**config.mk**
```make
export PLATFORM = sky130hd
export DESIGN_NAME = dstar_slow_data_tx_framer_core
export DESIGN_NICKNAME = d
export VERILOG_FILES = /design/src/hdl/dstx_pkg.sv /design/src/hdl/dstar_slow_data_tx_framer_core.sv
export SDC_FILE = /design/constraint.sdc
export NUM_CORES = 1
export LEC_CHECK = 0
export BUFFER_PORTS_ARGS = -buffer_cell sky130_fd_sc_hd__buf_2
export CORE_ASPECT_RATIO = 1.2
export CORE_UTILIZATION = 40
export DETAILED_ROUTE_END_ITERATION = 16
export PLACE_DENSITY = 0.54
export SETUP_SLACK_MARGIN = 0.02
export SLEW_MARGIN = 20
export SYNTH_ARGS = -nofsm -noshare
export SYNTH_HDL_FRONTEND = slang
export SYNTH_SLANG_ARGS = --single-unit
```
**constraint.sdc**
```tcl
create_clock -name clk_i -period 8.7 [get_ports clk_i]
set_input_delay 1.305 -clock clk_i [delete_from_list [all_inputs] [get_ports clk_i]]
set_output_delay 1.305 -clock clk_i [all_outputs]
set_load 0.02 [all_outputs]
```
**src/hdl/dstx_pkg.sv**
```systemverilog
// ----------------------------------------------------------------------------
// dstx_pkg: shared types and constants for the slow-data transmit framer
// Opcodes, block kinds, frame byte constants and the modulo reduction helper.
// ----------------------------------------------------------------------------
package dstx_pkg;

  // Default configuration of the framer
  localparam int unsigned SYNC_INTERVAL_DEF  = 21;
  localparam int unsigned RESEND_PERIOD_DEF  = 16;
  localparam int unsigned MESSAGE_LENGTH_DEF = 20;
  localparam int unsigned HEADER_LENGTH_DEF  = 41;

  // Bytes per store row: one message piece or one header piece
  localparam int unsigned ROW_BYTES = 5;

  // Width of the modulo reduction datapath
  localparam int unsigned RED_W = 24;

  // Fixed byte values
  localparam logic [7:0] FILLER     = 8'h66;
  localparam logic [7:0] SYNC_BYTE0 = 8'h55;
  localparam logic [7:0] SYNC_BYTE1 = 8'h2D;
  localparam logic [7:0] SYNC_BYTE2 = 8'h16;
  localparam logic [7:0] SCRAMBLE0  = 8'h70;
  localparam logic [7:0] SCRAMBLE1  = 8'h4F;
  localparam logic [7:0] SCRAMBLE2  = 8'h93;
  localparam logic [7:0] TAG_SQUELCH = 8'hC2;
  localparam logic [7:0] TAG_MESSAGE = 8'h40;
  localparam logic [7:0] TAG_HEADER  = 8'h50;
  localparam logic [6:0] PIECE_NONE  = 7'd127;

  typedef enum logic [1:0] {
    OP_SYNC   = 2'd0,
    OP_DATA   = 2'd1,
    OP_WR_HDR = 2'd2,
    OP_WR_MSG = 2'd3
  } op_e;

  typedef enum logic [1:0] {
    BLK_FILL    = 2'd0,
    BLK_SQUELCH = 2'd1,
    BLK_MESSAGE = 2'd2,
    BLK_HEADER  = 2'd3
  } blk_e;

  // Block build info handed from the control stage to the output stage
  typedef struct packed {
    logic       has_result;
    logic       is_sync;
    logic       odd;
    logic       use_blk;
    blk_e       kind;
    logic [2:0] hdr_n;
    logic [2:0] piece;
  } build_t;

  // Five restoring subtract steps of n << k, for k = k_hi down to k_hi - 4
  function automatic logic [RED_W-1:0] reduce_half(logic [RED_W-1:0] v,
                                                   logic [RED_W-1:0] n,
                                                   int unsigned k_hi);
    logic [RED_W-1:0] r;
    logic [RED_W-1:0] m;
    r = v;
    for (int j = 0; j < 5; j++) begin
      m = n << (k_hi - j);
      if (r >= m) begin
        r = r - m;
      end
    end
    return r;
  endfunction

endpackage

```
**src/hdl/dstar_slow_data_tx_framer_core.sv**
```systemverilog
// ----------------------------------------------------------------------------
// dstar_slow_data_tx_framer_core: slow-data transmit framer with scrambler
// Results pass through the stages below, then the output register.
// Throughput: one transaction per cycle while the skid stage is empty.
// Stages: fold, two modulo reduce stages, control plus row read, block build.
// Reset clears control state; store rows are undefined until written.
// ----------------------------------------------------------------------------
module dstar_slow_data_tx_framer_core #(
  parameter int unsigned SYNC_INTERVAL  = dstx_pkg::SYNC_INTERVAL_DEF,
  parameter int unsigned RESEND_PERIOD  = dstx_pkg::RESEND_PERIOD_DEF,
  parameter int unsigned MESSAGE_LENGTH = dstx_pkg::MESSAGE_LENGTH_DEF,
  parameter int unsigned HEADER_LENGTH  = dstx_pkg::HEADER_LENGTH_DEF
) (
  input  logic        clk_i,
  input  logic        rst_ni,
  // configuration
  input  logic        squelch_code_we_i,
  input  logic [6:0]  squelch_code_i,
  // input channel
  input  logic        in_valid_i,
  output logic        in_stall_o,
  input  logic [1:0]  opcode_i,
  input  logic [31:0] frame_count_i,
  input  logic [5:0]  write_index_i,
  input  logic [7:0]  write_data_i,
  // output channel
  output logic        out_valid_o,
  input  logic        out_stall_i,
  output logic [7:0]  out_byte0_o,
  output logic [7:0]  out_byte1_o,
  output logic [7:0]  out_byte2_o
);

  localparam int unsigned RED_W   = dstx_pkg::RED_W;
  localparam int unsigned RB      = dstx_pkg::ROW_BYTES;
  localparam int unsigned WHOLE   = RESEND_PERIOD * SYNC_INTERVAL;
  localparam int unsigned WHOLE_W = $clog2(WHOLE);
  localparam int unsigned SYNC_W  = $clog2(SYNC_INTERVAL);
  localparam int unsigned HROWS   = (HEADER_LENGTH + RB - 1) / RB;
  localparam int unsigned MROWS   = (MESSAGE_LENGTH + RB - 1) / RB;
  localparam int unsigned MPIECES = MESSAGE_LENGTH / RB;
  localparam int unsigned ROWS    = HROWS + MROWS;
  localparam int unsigned ROW_W   = $clog2(ROWS);
  localparam int unsigned HROW_W  = $clog2(HROWS + 1);
  localparam int unsigned HLAST   = HEADER_LENGTH - RB * (HROWS - 1);

  // Byte weights 2^(8k) mod N for folding the frame count
  localparam logic [RED_W-1:0] FW1 = RED_W'((64'd1 << 8) % 64'(WHOLE));
  localparam logic [RED_W-1:0] FW2 = RED_W'((64'd1 << 16) % 64'(WHOLE));
  localparam logic [RED_W-1:0] FW3 = RED_W'((64'd1 << 24) % 64'(WHOLE));
  localparam logic [RED_W-1:0] FS1 = RED_W'((64'd1 << 8) % 64'(SYNC_INTERVAL));
  localparam logic [RED_W-1:0] FS2 = RED_W'((64'd1 << 16) % 64'(SYNC_INTERVAL));
  localparam logic [RED_W-1:0] FS3 = RED_W'((64'd1 << 24) % 64'(SYNC_INTERVAL));

  // --------------------------------------------------------------------------
  // Handshake and pipeline enable
  // --------------------------------------------------------------------------
  logic skid_full_q;
  logic out_valid_q;
  logic en;
  logic take;

  assign en         = !skid_full_q;
  assign in_stall_o = skid_full_q;
  assign take       = out_valid_q && !out_stall_i;

  // --------------------------------------------------------------------------
  // Configuration: squelch code as enable plus BCD
  // --------------------------------------------------------------------------
  logic        sq_en_q;
  logic [7:0]  sq_bcd_q;
  logic [14:0] sq_prod;
  logic [3:0]  sq_tens;
  logic [3:0]  sq_ones;

  // divide by ten through a reciprocal, exact below 100
  assign sq_prod = 15'(squelch_code_i) * 15'd205;
  assign sq_tens = sq_prod[14:11];
  assign sq_ones = 4'(squelch_code_i - 7'(sq_tens) * 7'd10);

  always_ff @(posedge clk_i or negedge rst_ni) begin
    if (!rst_ni) begin
      sq_en_q  <= 1'b0;
      sq_bcd_q <= 8'h00;
    end else if (squelch_code_we_i) begin
      sq_en_q  <= (squelch_code_i != 7'd0) && (squelch_code_i <= 7'd99);
      sq_bcd_q <= {sq_tens, sq_ones};
    end
  end

  // --------------------------------------------------------------------------
  // Stage 1: fold the frame count into weighted byte sums
  // --------------------------------------------------------------------------
  logic             p1_valid_q;
  dstx_pkg::op_e    p1_op_q;
  logic [5:0]       p1_idx_q;
  logic [7:0]       p1_data_q;
  logic [RED_W-1:0] p1_fw_q;
  logic [RED_W-1:0] p1_fs_q;
  logic [RED_W-1:0] fw_d;
  logic [RED_W-1:0] fs_d;

  assign fw_d = RED_W'(frame_count_i[7:0])
              + RED_W'(frame_count_i[15:8])  * FW1
              + RED_W'(frame_count_i[23:16]) * FW2
              + RED_W'(frame_count_i[31:24]) * FW3;
  assign fs_d = RED_W'(frame_count_i[7:0])
              + RED_W'(frame_count_i[15:8])  * FS1
              + RED_W'(frame_count_i[23:16]) * FS2
              + RED_W'(frame_count_i[31:24]) * FS3;

  // --------------------------------------------------------------------------
  // Stages 2 and 3: reduce the folded sums below their moduli
  // --------------------------------------------------------------------------
  logic               p2_valid_q;
  dstx_pkg::op_e      p2_op_q;
  logic [5:0]         p2_idx_q;
  logic [7:0]         p2_data_q;
  logic [RED_W-1:0]   p2_rw_q;
  logic [RED_W-1:0]   p2_rs_q;
  logic               p3_valid_q;
  dstx_pkg::op_e      p3_op_q;
  logic [5:0]         p3_idx_q;
  logic [7:0]         p3_data_q;
  logic [WHOLE_W-1:0] p3_rw_q;
  logic [SYNC_W-1:0]  p3_rs_q;
  logic [RED_W-1:0]   rw_d;
  logic [RED_W-1:0]   rs_d;

  assign rw_d = dstx_pkg::reduce_half(p2_rw_q, RED_W'(WHOLE), 4);
  assign rs_d = dstx_pkg::reduce_half(p2_rs_q, RED_W'(SYNC_INTERVAL), 4);

  always_ff @(posedge clk_i or negedge rst_ni) begin
    if (!rst_ni) begin
      p1_valid_q <= 1'b0;
      p2_valid_q <= 1'b0;
      p3_valid_q <= 1'b0;
    end else if (en) begin
      p1_valid_q <= in_valid_i;
      p2_valid_q <= p1_valid_q;
      p3_valid_q <= p2_valid_q;
    end
  end

  always_ff @(posedge clk_i) begin
    if (en) begin
      p1_op_q   <= dstx_pkg::op_e'(opcode_i);
      p1_idx_q  <= write_index_i;
      p1_data_q <= write_data_i;
      p1_fw_q   <= fw_d;
      p1_fs_q   <= fs_d;
      p2_op_q   <= p1_op_q;
      p2_idx_q  <= p1_idx_q;
      p2_data_q <= p1_data_q;
      p2_rw_q   <= dstx_pkg::reduce_half(p1_fw_q, RED_W'(WHOLE), 9);
      p2_rs_q   <= dstx_pkg::reduce_half(p1_fs_q, RED_W'(SYNC_INTERVAL), 9);
      p3_op_q   <= p2_op_q;
      p3_idx_q  <= p2_idx_q;
      p3_data_q <= p2_data_q;
      p3_rw_q   <= rw_d[WHOLE_W-1:0];
      p3_rs_q   <= rs_d[SYNC_W-1:0];
    end
  end

  // --------------------------------------------------------------------------
  // Stage 4: block selection, store row read and store writes
  // --------------------------------------------------------------------------
  logic [6:0]        piece_q, piece_d;
  logic [HROW_W-1:0] hrow_q, hrow_d;
  logic              act_q, act_d;
  logic              use_q, use_d;
  logic              sq_hit;
  logic              rd_en;
  logic [ROW_W-1:0]  rd_row;
  logic              mem_we;
  logic [ROW_W-1:0]  wr_row;
  logic [2:0]        wr_lane;
  logic [9:0]        idx_prod;
  logic [3:0]        idx_row;
  dstx_pkg::build_t  build_d;

  // split the write index into row and lane, divide by five via reciprocal
  assign idx_prod = 10'(p3_idx_q) * 10'd13;
  assign idx_row  = idx_prod[9:6];
  assign wr_lane  = 3'(p3_idx_q - 6'(idx_row) * 6'd5);

  always_comb begin
    mem_we = 1'b0;
    wr_row = ROW_W'(idx_row);
    if (p3_valid_q && (p3_op_q == dstx_pkg::OP_WR_HDR) &&
        (7'(p3_idx_q) < 7'(HEADER_LENGTH))) begin
      mem_we = 1'b1;
    end
    if (p3_op_q == dstx_pkg::OP_WR_MSG) begin
      wr_row = ROW_W'(HROWS) + ROW_W'(idx_row);
      if (p3_valid_q && (7'(p3_idx_q) < 7'(MESSAGE_LENGTH))) begin
        mem_we = 1'b1;
      end
    end
  end

  // select the next block on odd frames
  always_comb begin
    piece_d = piece_q;
    hrow_d  = hrow_q;
    act_d   = act_q;
    use_d   = use_q;
    sq_hit  = 1'b0;
    rd_en   = 1'b0;
    rd_row  = '0;
    build_d.has_result = p3_valid_q &&
                         ((p3_op_q == dstx_pkg::OP_SYNC) || (p3_op_q == dstx_pkg::OP_DATA));
    build_d.is_sync    = (p3_op_q == dstx_pkg::OP_SYNC);
    build_d.odd        = p3_rs_q[0];
    build_d.kind       = dstx_pkg::BLK_FILL;
    build_d.hdr_n      = 3'd0;
    build_d.piece      = 3'd0;
    if (p3_valid_q && (p3_op_q == dstx_pkg::OP_DATA) && p3_rs_q[0]) begin
      use_d = 1'b0;
      // start of superframe: restart header, arm message on resend frames
      if (p3_rs_q == SYNC_W'(1)) begin
        piece_d = (p3_rw_q == WHOLE_W'(1)) ? 7'd0 : dstx_pkg::PIECE_NONE;
        hrow_d  = '0;
        act_d   = 1'b1;
        if (sq_en_q) begin
          sq_hit       = 1'b1;
          use_d        = 1'b1;
          build_d.kind = dstx_pkg::BLK_SQUELCH;
        end
      end
      if (!sq_hit) begin
        if (piece_d < 7'(MPIECES)) begin
          build_d.kind  = dstx_pkg::BLK_MESSAGE;
          build_d.piece = piece_d[2:0];
          rd_en         = 1'b1;
          rd_row        = ROW_W'(HROWS) + ROW_W'(piece_d);
          piece_d       = piece_d + 7'd1;
          use_d         = 1'b1;
          if (p3_rs_q > SYNC_W'(2)) begin
            act_d = 1'b0;
          end
        end else if (act_d) begin
          if (hrow_d < HROW_W'(HROWS)) begin
            build_d.kind  = dstx_pkg::BLK_HEADER;
            build_d.hdr_n = (hrow_d == HROW_W'(HROWS - 1)) ? 3'(HLAST) : 3'(RB);
            rd_en         = 1'b1;
            rd_row        = ROW_W'(hrow_d);
            hrow_d        = hrow_d + HROW_W'(1);
            use_d         = 1'b1;
          end else begin
            act_d = 1'b0;
          end
        end
      end
    end
    build_d.use_blk = use_d;
  end

  always_ff @(posedge clk_i or negedge rst_ni) begin
    if (!rst_ni) begin
      piece_q <= dstx_pkg::PIECE_NONE;
      hrow_q  <= '0;
      act_q   <= 1'b0;
      use_q   <= 1'b0;
    end else if (en) begin
      piece_q <= piece_d;
      hrow_q  <= hrow_d;
      act_q   <= act_d;
      use_q   <= use_d;
    end
  end

  // Header rows followed by message rows, five byte lanes per row
  logic [RB-1:0][7:0] store_q [ROWS];
  logic [RB-1:0][7:0] rdata_q;

  always_ff @(posedge clk_i) begin
    if (en && mem_we) begin
      store_q[wr_row][wr_lane] <= p3_data_q;
    end
    if (en && rd_en) begin
      rdata_q <= store_q[rd_row];
    end
  end

  logic             p4_valid_q;
  dstx_pkg::build_t p4_build_q;

  always_ff @(posedge clk_i or negedge rst_ni) begin
    if (!rst_ni) begin
      p4_valid_q <= 1'b0;
    end else if (en) begin
      p4_valid_q <= p3_valid_q;
    end
  end

  always_ff @(posedge clk_i) begin
    if (en) begin
      p4_build_q <= build_d;
    end
  end

  // --------------------------------------------------------------------------
  // Stage 5: build the block, scramble and keep the second half
  // --------------------------------------------------------------------------
  logic [5:0][7:0] blk;
  logic [2:0][7:0] src;
  logic [2:0][7:0] res;
  logic [2:0][7:0] ub_hi_q, ub_hi_d;
  logic            res_valid;

  always_comb begin
    blk = {6{dstx_pkg::FILLER}};
    case (p4_build_q.kind)
      dstx_pkg::BLK_SQUELCH: begin
        blk[0] = dstx_pkg::TAG_SQUELCH;
        blk[1] = sq_bcd_q;
        blk[2] = sq_bcd_q;
      end
      dstx_pkg::BLK_MESSAGE: begin
        blk[0] = dstx_pkg::TAG_MESSAGE | {5'd0, p4_build_q.piece};
        for (int i = 0; i < RB; i++) begin
          blk[i + 1] = rdata_q[i];
        end
      end
      dstx_pkg::BLK_HEADER: begin
        blk[0] = dstx_pkg::TAG_HEADER | {5'd0, p4_build_q.hdr_n};
        for (int i = 0; i < RB; i++) begin
          if (3'(i) < p4_build_q.hdr_n) begin
            blk[i + 1] = rdata_q[i];
          end
        end
      end
      default: begin
        blk = {6{dstx_pkg::FILLER}};
      end
    endcase
  end

  always_comb begin
    src     = {3{dstx_pkg::FILLER}};
    ub_hi_d = ub_hi_q;
    if (p4_build_q.use_blk) begin
      src = p4_build_q.odd ? blk[2:0] : ub_hi_q;
    end
    res[0] = src[0] ^ dstx_pkg::SCRAMBLE0;
    res[1] = src[1] ^ dstx_pkg::SCRAMBLE1;
    res[2] = src[2] ^ dstx_pkg::SCRAMBLE2;
    if (p4_build_q.is_sync) begin
      res[0] = dstx_pkg::SYNC_BYTE0;
      res[1] = dstx_pkg::SYNC_BYTE1;
      res[2] = dstx_pkg::SYNC_BYTE2;
    end
    // refill on sync, latch the second half when a new block goes out
    if (p4_valid_q && p4_build_q.has_result) begin
      if (p4_build_q.is_sync) begin
        ub_hi_d = {3{dstx_pkg::FILLER}};
      end else if (p4_build_q.odd && p4_build_q.use_blk) begin
        ub_hi_d = blk[5:3];
      end
    end
  end

  assign res_valid = p4_valid_q && p4_build_q.has_result;

  always_ff @(posedge clk_i or negedge rst_ni) begin
    if (!rst_ni) begin
      ub_hi_q <= {3{dstx_pkg::FILLER}};
    end else if (en) begin
      ub_hi_q <= ub_hi_d;
    end
  end

  // --------------------------------------------------------------------------
  // Output register with skid stage
  // --------------------------------------------------------------------------
  logic [2:0][7:0] out_b_q;
  logic [2:0][7:0] skid_b_q;
  logic            load_out;
  logic            load_skid;

  always_comb begin
    load_out  = 1'b0;
    load_skid = 1'b0;
    if (!skid_full_q && res_valid) begin
      if (!out_valid_q || take) begin
        load_out = 1'b1;
      end else begin
        load_skid = 1'b1;
      end
    end
  end

  always_ff @(posedge clk_i or negedge rst_ni) begin
    if (!rst_ni) begin
      out_valid_q <= 1'b0;
      skid_full_q <= 1'b0;
    end else if (skid_full_q) begin
      // drain the skid stage once the held result is taken
      if (take) begin
        skid_full_q <= 1'b0;
      end
    end else if (load_skid) begin
      skid_full_q <= 1'b1;
    end else if (load_out) begin
      out_valid_q <= 1'b1;
    end else if (take) begin
      out_valid_q <= 1'b0;
    end
  end

  always_ff @(posedge clk_i) begin
    if (skid_full_q && take) begin
      out_b_q <= skid_b_q;
    end else if (load_out) begin
      out_b_q <= res;
    end
    if (load_skid) begin
      skid_b_q <= res;
    end
  end

  assign out_valid_o = out_valid_q;
  assign out_byte0_o = out_b_q[0];
  assign out_byte1_o = out_b_q[1];
  assign out_byte2_o = out_b_q[2];

endmodule

```
==> summary.txt <==
Global routing
  • Largest net degree at the start of global routing: 177
  • Grt ovf: 0
  • Grt peak-use layer: met2
  • Met3 Resource Use GR: 0.0205
  • Vias in the first global route: 27700
  • Tot GR Track Use: 0.201
  • Initial antenna violation count: 4
  • Met1 usage: 0.267
  • Met2 Use GR: 0.339
  • First-pass GRT wire length: 164000 um

Finish
  • Nets: 3768
  • Fillers: 9462
  • Area of the multi-input gates: 16500 um2
  • Area growth from synthesis to layout: 11.3%
  • FF/Latch Area: 24100 um2
  • Share of layout cells above drive strength 1: 0.112

Timing
  • Final Cycle Share: 0.914
  • RSZ-0062 raised after global routing: no
  • Final worst path period need: 7.95 ns
  • Fin Setup TNS: 0 ns
  • Worst-margin pin slew: 1.21 ns
  • Max_slew headroom: 0.190
  • Max Clock Skew: 0.0498 ns
  • F_max: 126 MHz
  • Setup violators final: 0
  • Max-slew violations: 0
  • Final hold vios: 0

Placement
  • GP Congestion: 0.875
  • PortBufs: 85
  • Final HPWL DP: 67900 um

Floorplan
  • Core region area: 103000 um2
  • IO Count: 86
  • Die width: 296 um
  • Cell Rows: 129
  • Die Ht: 355 um
  • Die ar.: 105000 um2
  • Initial Utilization: 0.403

Critical path
  • Crit Path Class: flip-flop to flip-flop
  • CP Data Required Time: 9.12 ns
  • Max stage delay on crit path: 0.61 ns
  • Setup crit start kind: flip-flop
  • Crit end category: flip-flop
  • CP max-delay cell: or4_1
  • Maximum fanout along the worst path: 11
  • WP data arrival: 8.37 ns

Synthesis
  • Syn nets: 3725
  • Asr flop ratio synth: 0.0641
  • Post-Synthesis Cells: 3515
  • Sequential share of the synthesized area: 0.580
  • Yosys reg bits: 811
  • Post-synth EDFFs: 759
  • Primary FF master, synth: edfxtp_1
  • Cell area after synthesis: 41600 um2
  • Synth cell types: 121
  • Ys Warns: 0
  • Syn avg cell area: 11.8 um2

Drt
  • Routed WL per cell: 21.1 um
  • Final WL: 106000 um
  • Antenna Nets Post-Route: 0
  • Post-DR vias/cell: 5.56
  • First-pass DRT Iterations: 5
  • Iteration-0 DRC Markers: 1882
  • Detailed-route via count: 27800
  • Drt drc: 0

Job
  • Maximum Capacitance Violations: 0

Clock network
  • Clock latency on the worst-skew pair: 0.70 ns
  • Clock-pin slew on the worst setup and hold paths: 0.06 ns
  • Post-CTS setup buffers: 0
  • Clk sinks: 811
  • Total CTS buffers: 86
  • Root buf cell: clkbuf_16
  • CTS tree: yes
  • # H-tree levels: 3
  • Max clock buf depth: 3

Worst hold path
  • Hold Path Class: flip-flop to flip-flop

Outcome
  • Status: complete, no violations
registers in the layout, summed over array words and instances (netlist names), 9 cells and up:
name / count
p1_fs_q: 13
p1_fw_q: 17
p2_rs_q: 24
p2_rw_q: 24
p3_rw_q: 9
p4_build_q: 11
rdata_q: 40
skid_b_q: 24
store_q: 520
ub_hi_q: 24
metal layers:
metal	up-vias	routed length [um]
li1	13400	-
met1	13600	47000
met2	618	51600
met3	153	4140
met4	0	2790
met5	-	0
synth_stat cells, types with 58 or more instances:
cell	instances	area (um2)
a21oi_1	211	1060
a211oi_1	178	1340
nand3_1	61	305
nor2_1	230	863
ha_1	120	1500
nand2_1	416	1560
xnor2_1	104	911
a311oi_1	83	727
inv_1	111	417
a31oi_1	58	363
clkbuf_1	137	514
o21ai_0	96	480
edfxtp_1	759	22800
and2_1	139	870
stage by stage:
step                      instances  hold WS (ns)  cell area [um2]  utilization  setup slack [ns]
after detailed placement       4845         0.405            43400        0.421             0.845
after global routing           5000         0.422            46300        0.449             0.161
after floorplan                3515         0.400            41600            -              1.98
final                          5000         0.418            46300        0.449             0.748
after global placement         4845         0.403            43400        0.421              1.01
after CTS                      4999         0.416            46300        0.449             0.788
worst paths after layout:
path	slack, ns	to	from	cells past startpoint
min	0.42	p3_data_q[7]	p2_data_q[7]	0
max reg2reg	0.75	p3_rw_q[7]	p2_rw_q[9]	31
max in group asynchronous	7.41	sq_bcd_q[2]	rst_ni	2
max	0.75	p3_rw_q[7]	p2_rw_q[9]	31
min in group asynchronous	0.78	hrow_q[0]	rst_ni	2
min reg2reg	0.42	p3_data_q[7]	p2_data_q[7]	0
repair_timing:
item                                    CTS  global route
hold endpoints to repair                  0             0
resized for setup                         0             1
endpoints found under the setup margin    0             1
hold buffers                              0             0
worst max-delay path, delay by kind of cell (launching register included):
family	cells	cell delay [ns]
DFF	1	0.44
buffers and inverters	4	0.42
AOI/OAI and AO/OA	12	2.80
and+or+nand+nor	10	3.01
xor gates and xnor gates	2	0.34
adders and majority gates	3	0.67
layout by cell type, fill, tap and decap left out, drive strengths merged, types with 14 or more instances in the layout:
cell type,n
edfxtp,759
nand2,419
nor2,233
a21oi,214
a211oi,182
and2,149
ha,120
buf,116
inv,114
o21ai,109
xnor2,107
clkbuf,100
a311oi,83
nand3,62
a31oi,60
xor2,57
nor3,47
mux2,44
clkinv,38
dfrtp,33
fa,30
mux2i,30
nor2b,29
nor4,29
a21o,28
o21a,27
o211ai,27
or2,27
nand2b,25
or3,23
o21bai,23
o22a,20
dfstp,19
and3,16
o31ai,14
a22o,14
o22ai,14
area by class of cell:
class,count,area share
clock inverter,54,0.0142
inverter,111,0.00911
tap,1375,0.0372
sequential,811,0.521
multi-input combinational,2432,0.356
clock buffer,100,0.0476
timing repair buffer,116,0.0153
antenna,1,0.0000540
kinds of logic (layout without fill, tap and decap cells):
group,count (synthesis),after routing,share of synthesized area
buffers and inverters,272,381,0.0257
flip-flops,811,811,0.580
adder cells (fa/ha/maj),151,151,0.0508
AO/OA/AOI/OAI,920,920,0.156
AND/OR/NAND/NOR,1122,1122,0.133
other,1,2,0.0000902
XOR/XNOR,164,164,0.0351
multiplexers,74,74,0.0193
Power is not shown: default switching activity piles up to over one toggle a cycle in this logic, so the estimate is an artifact.
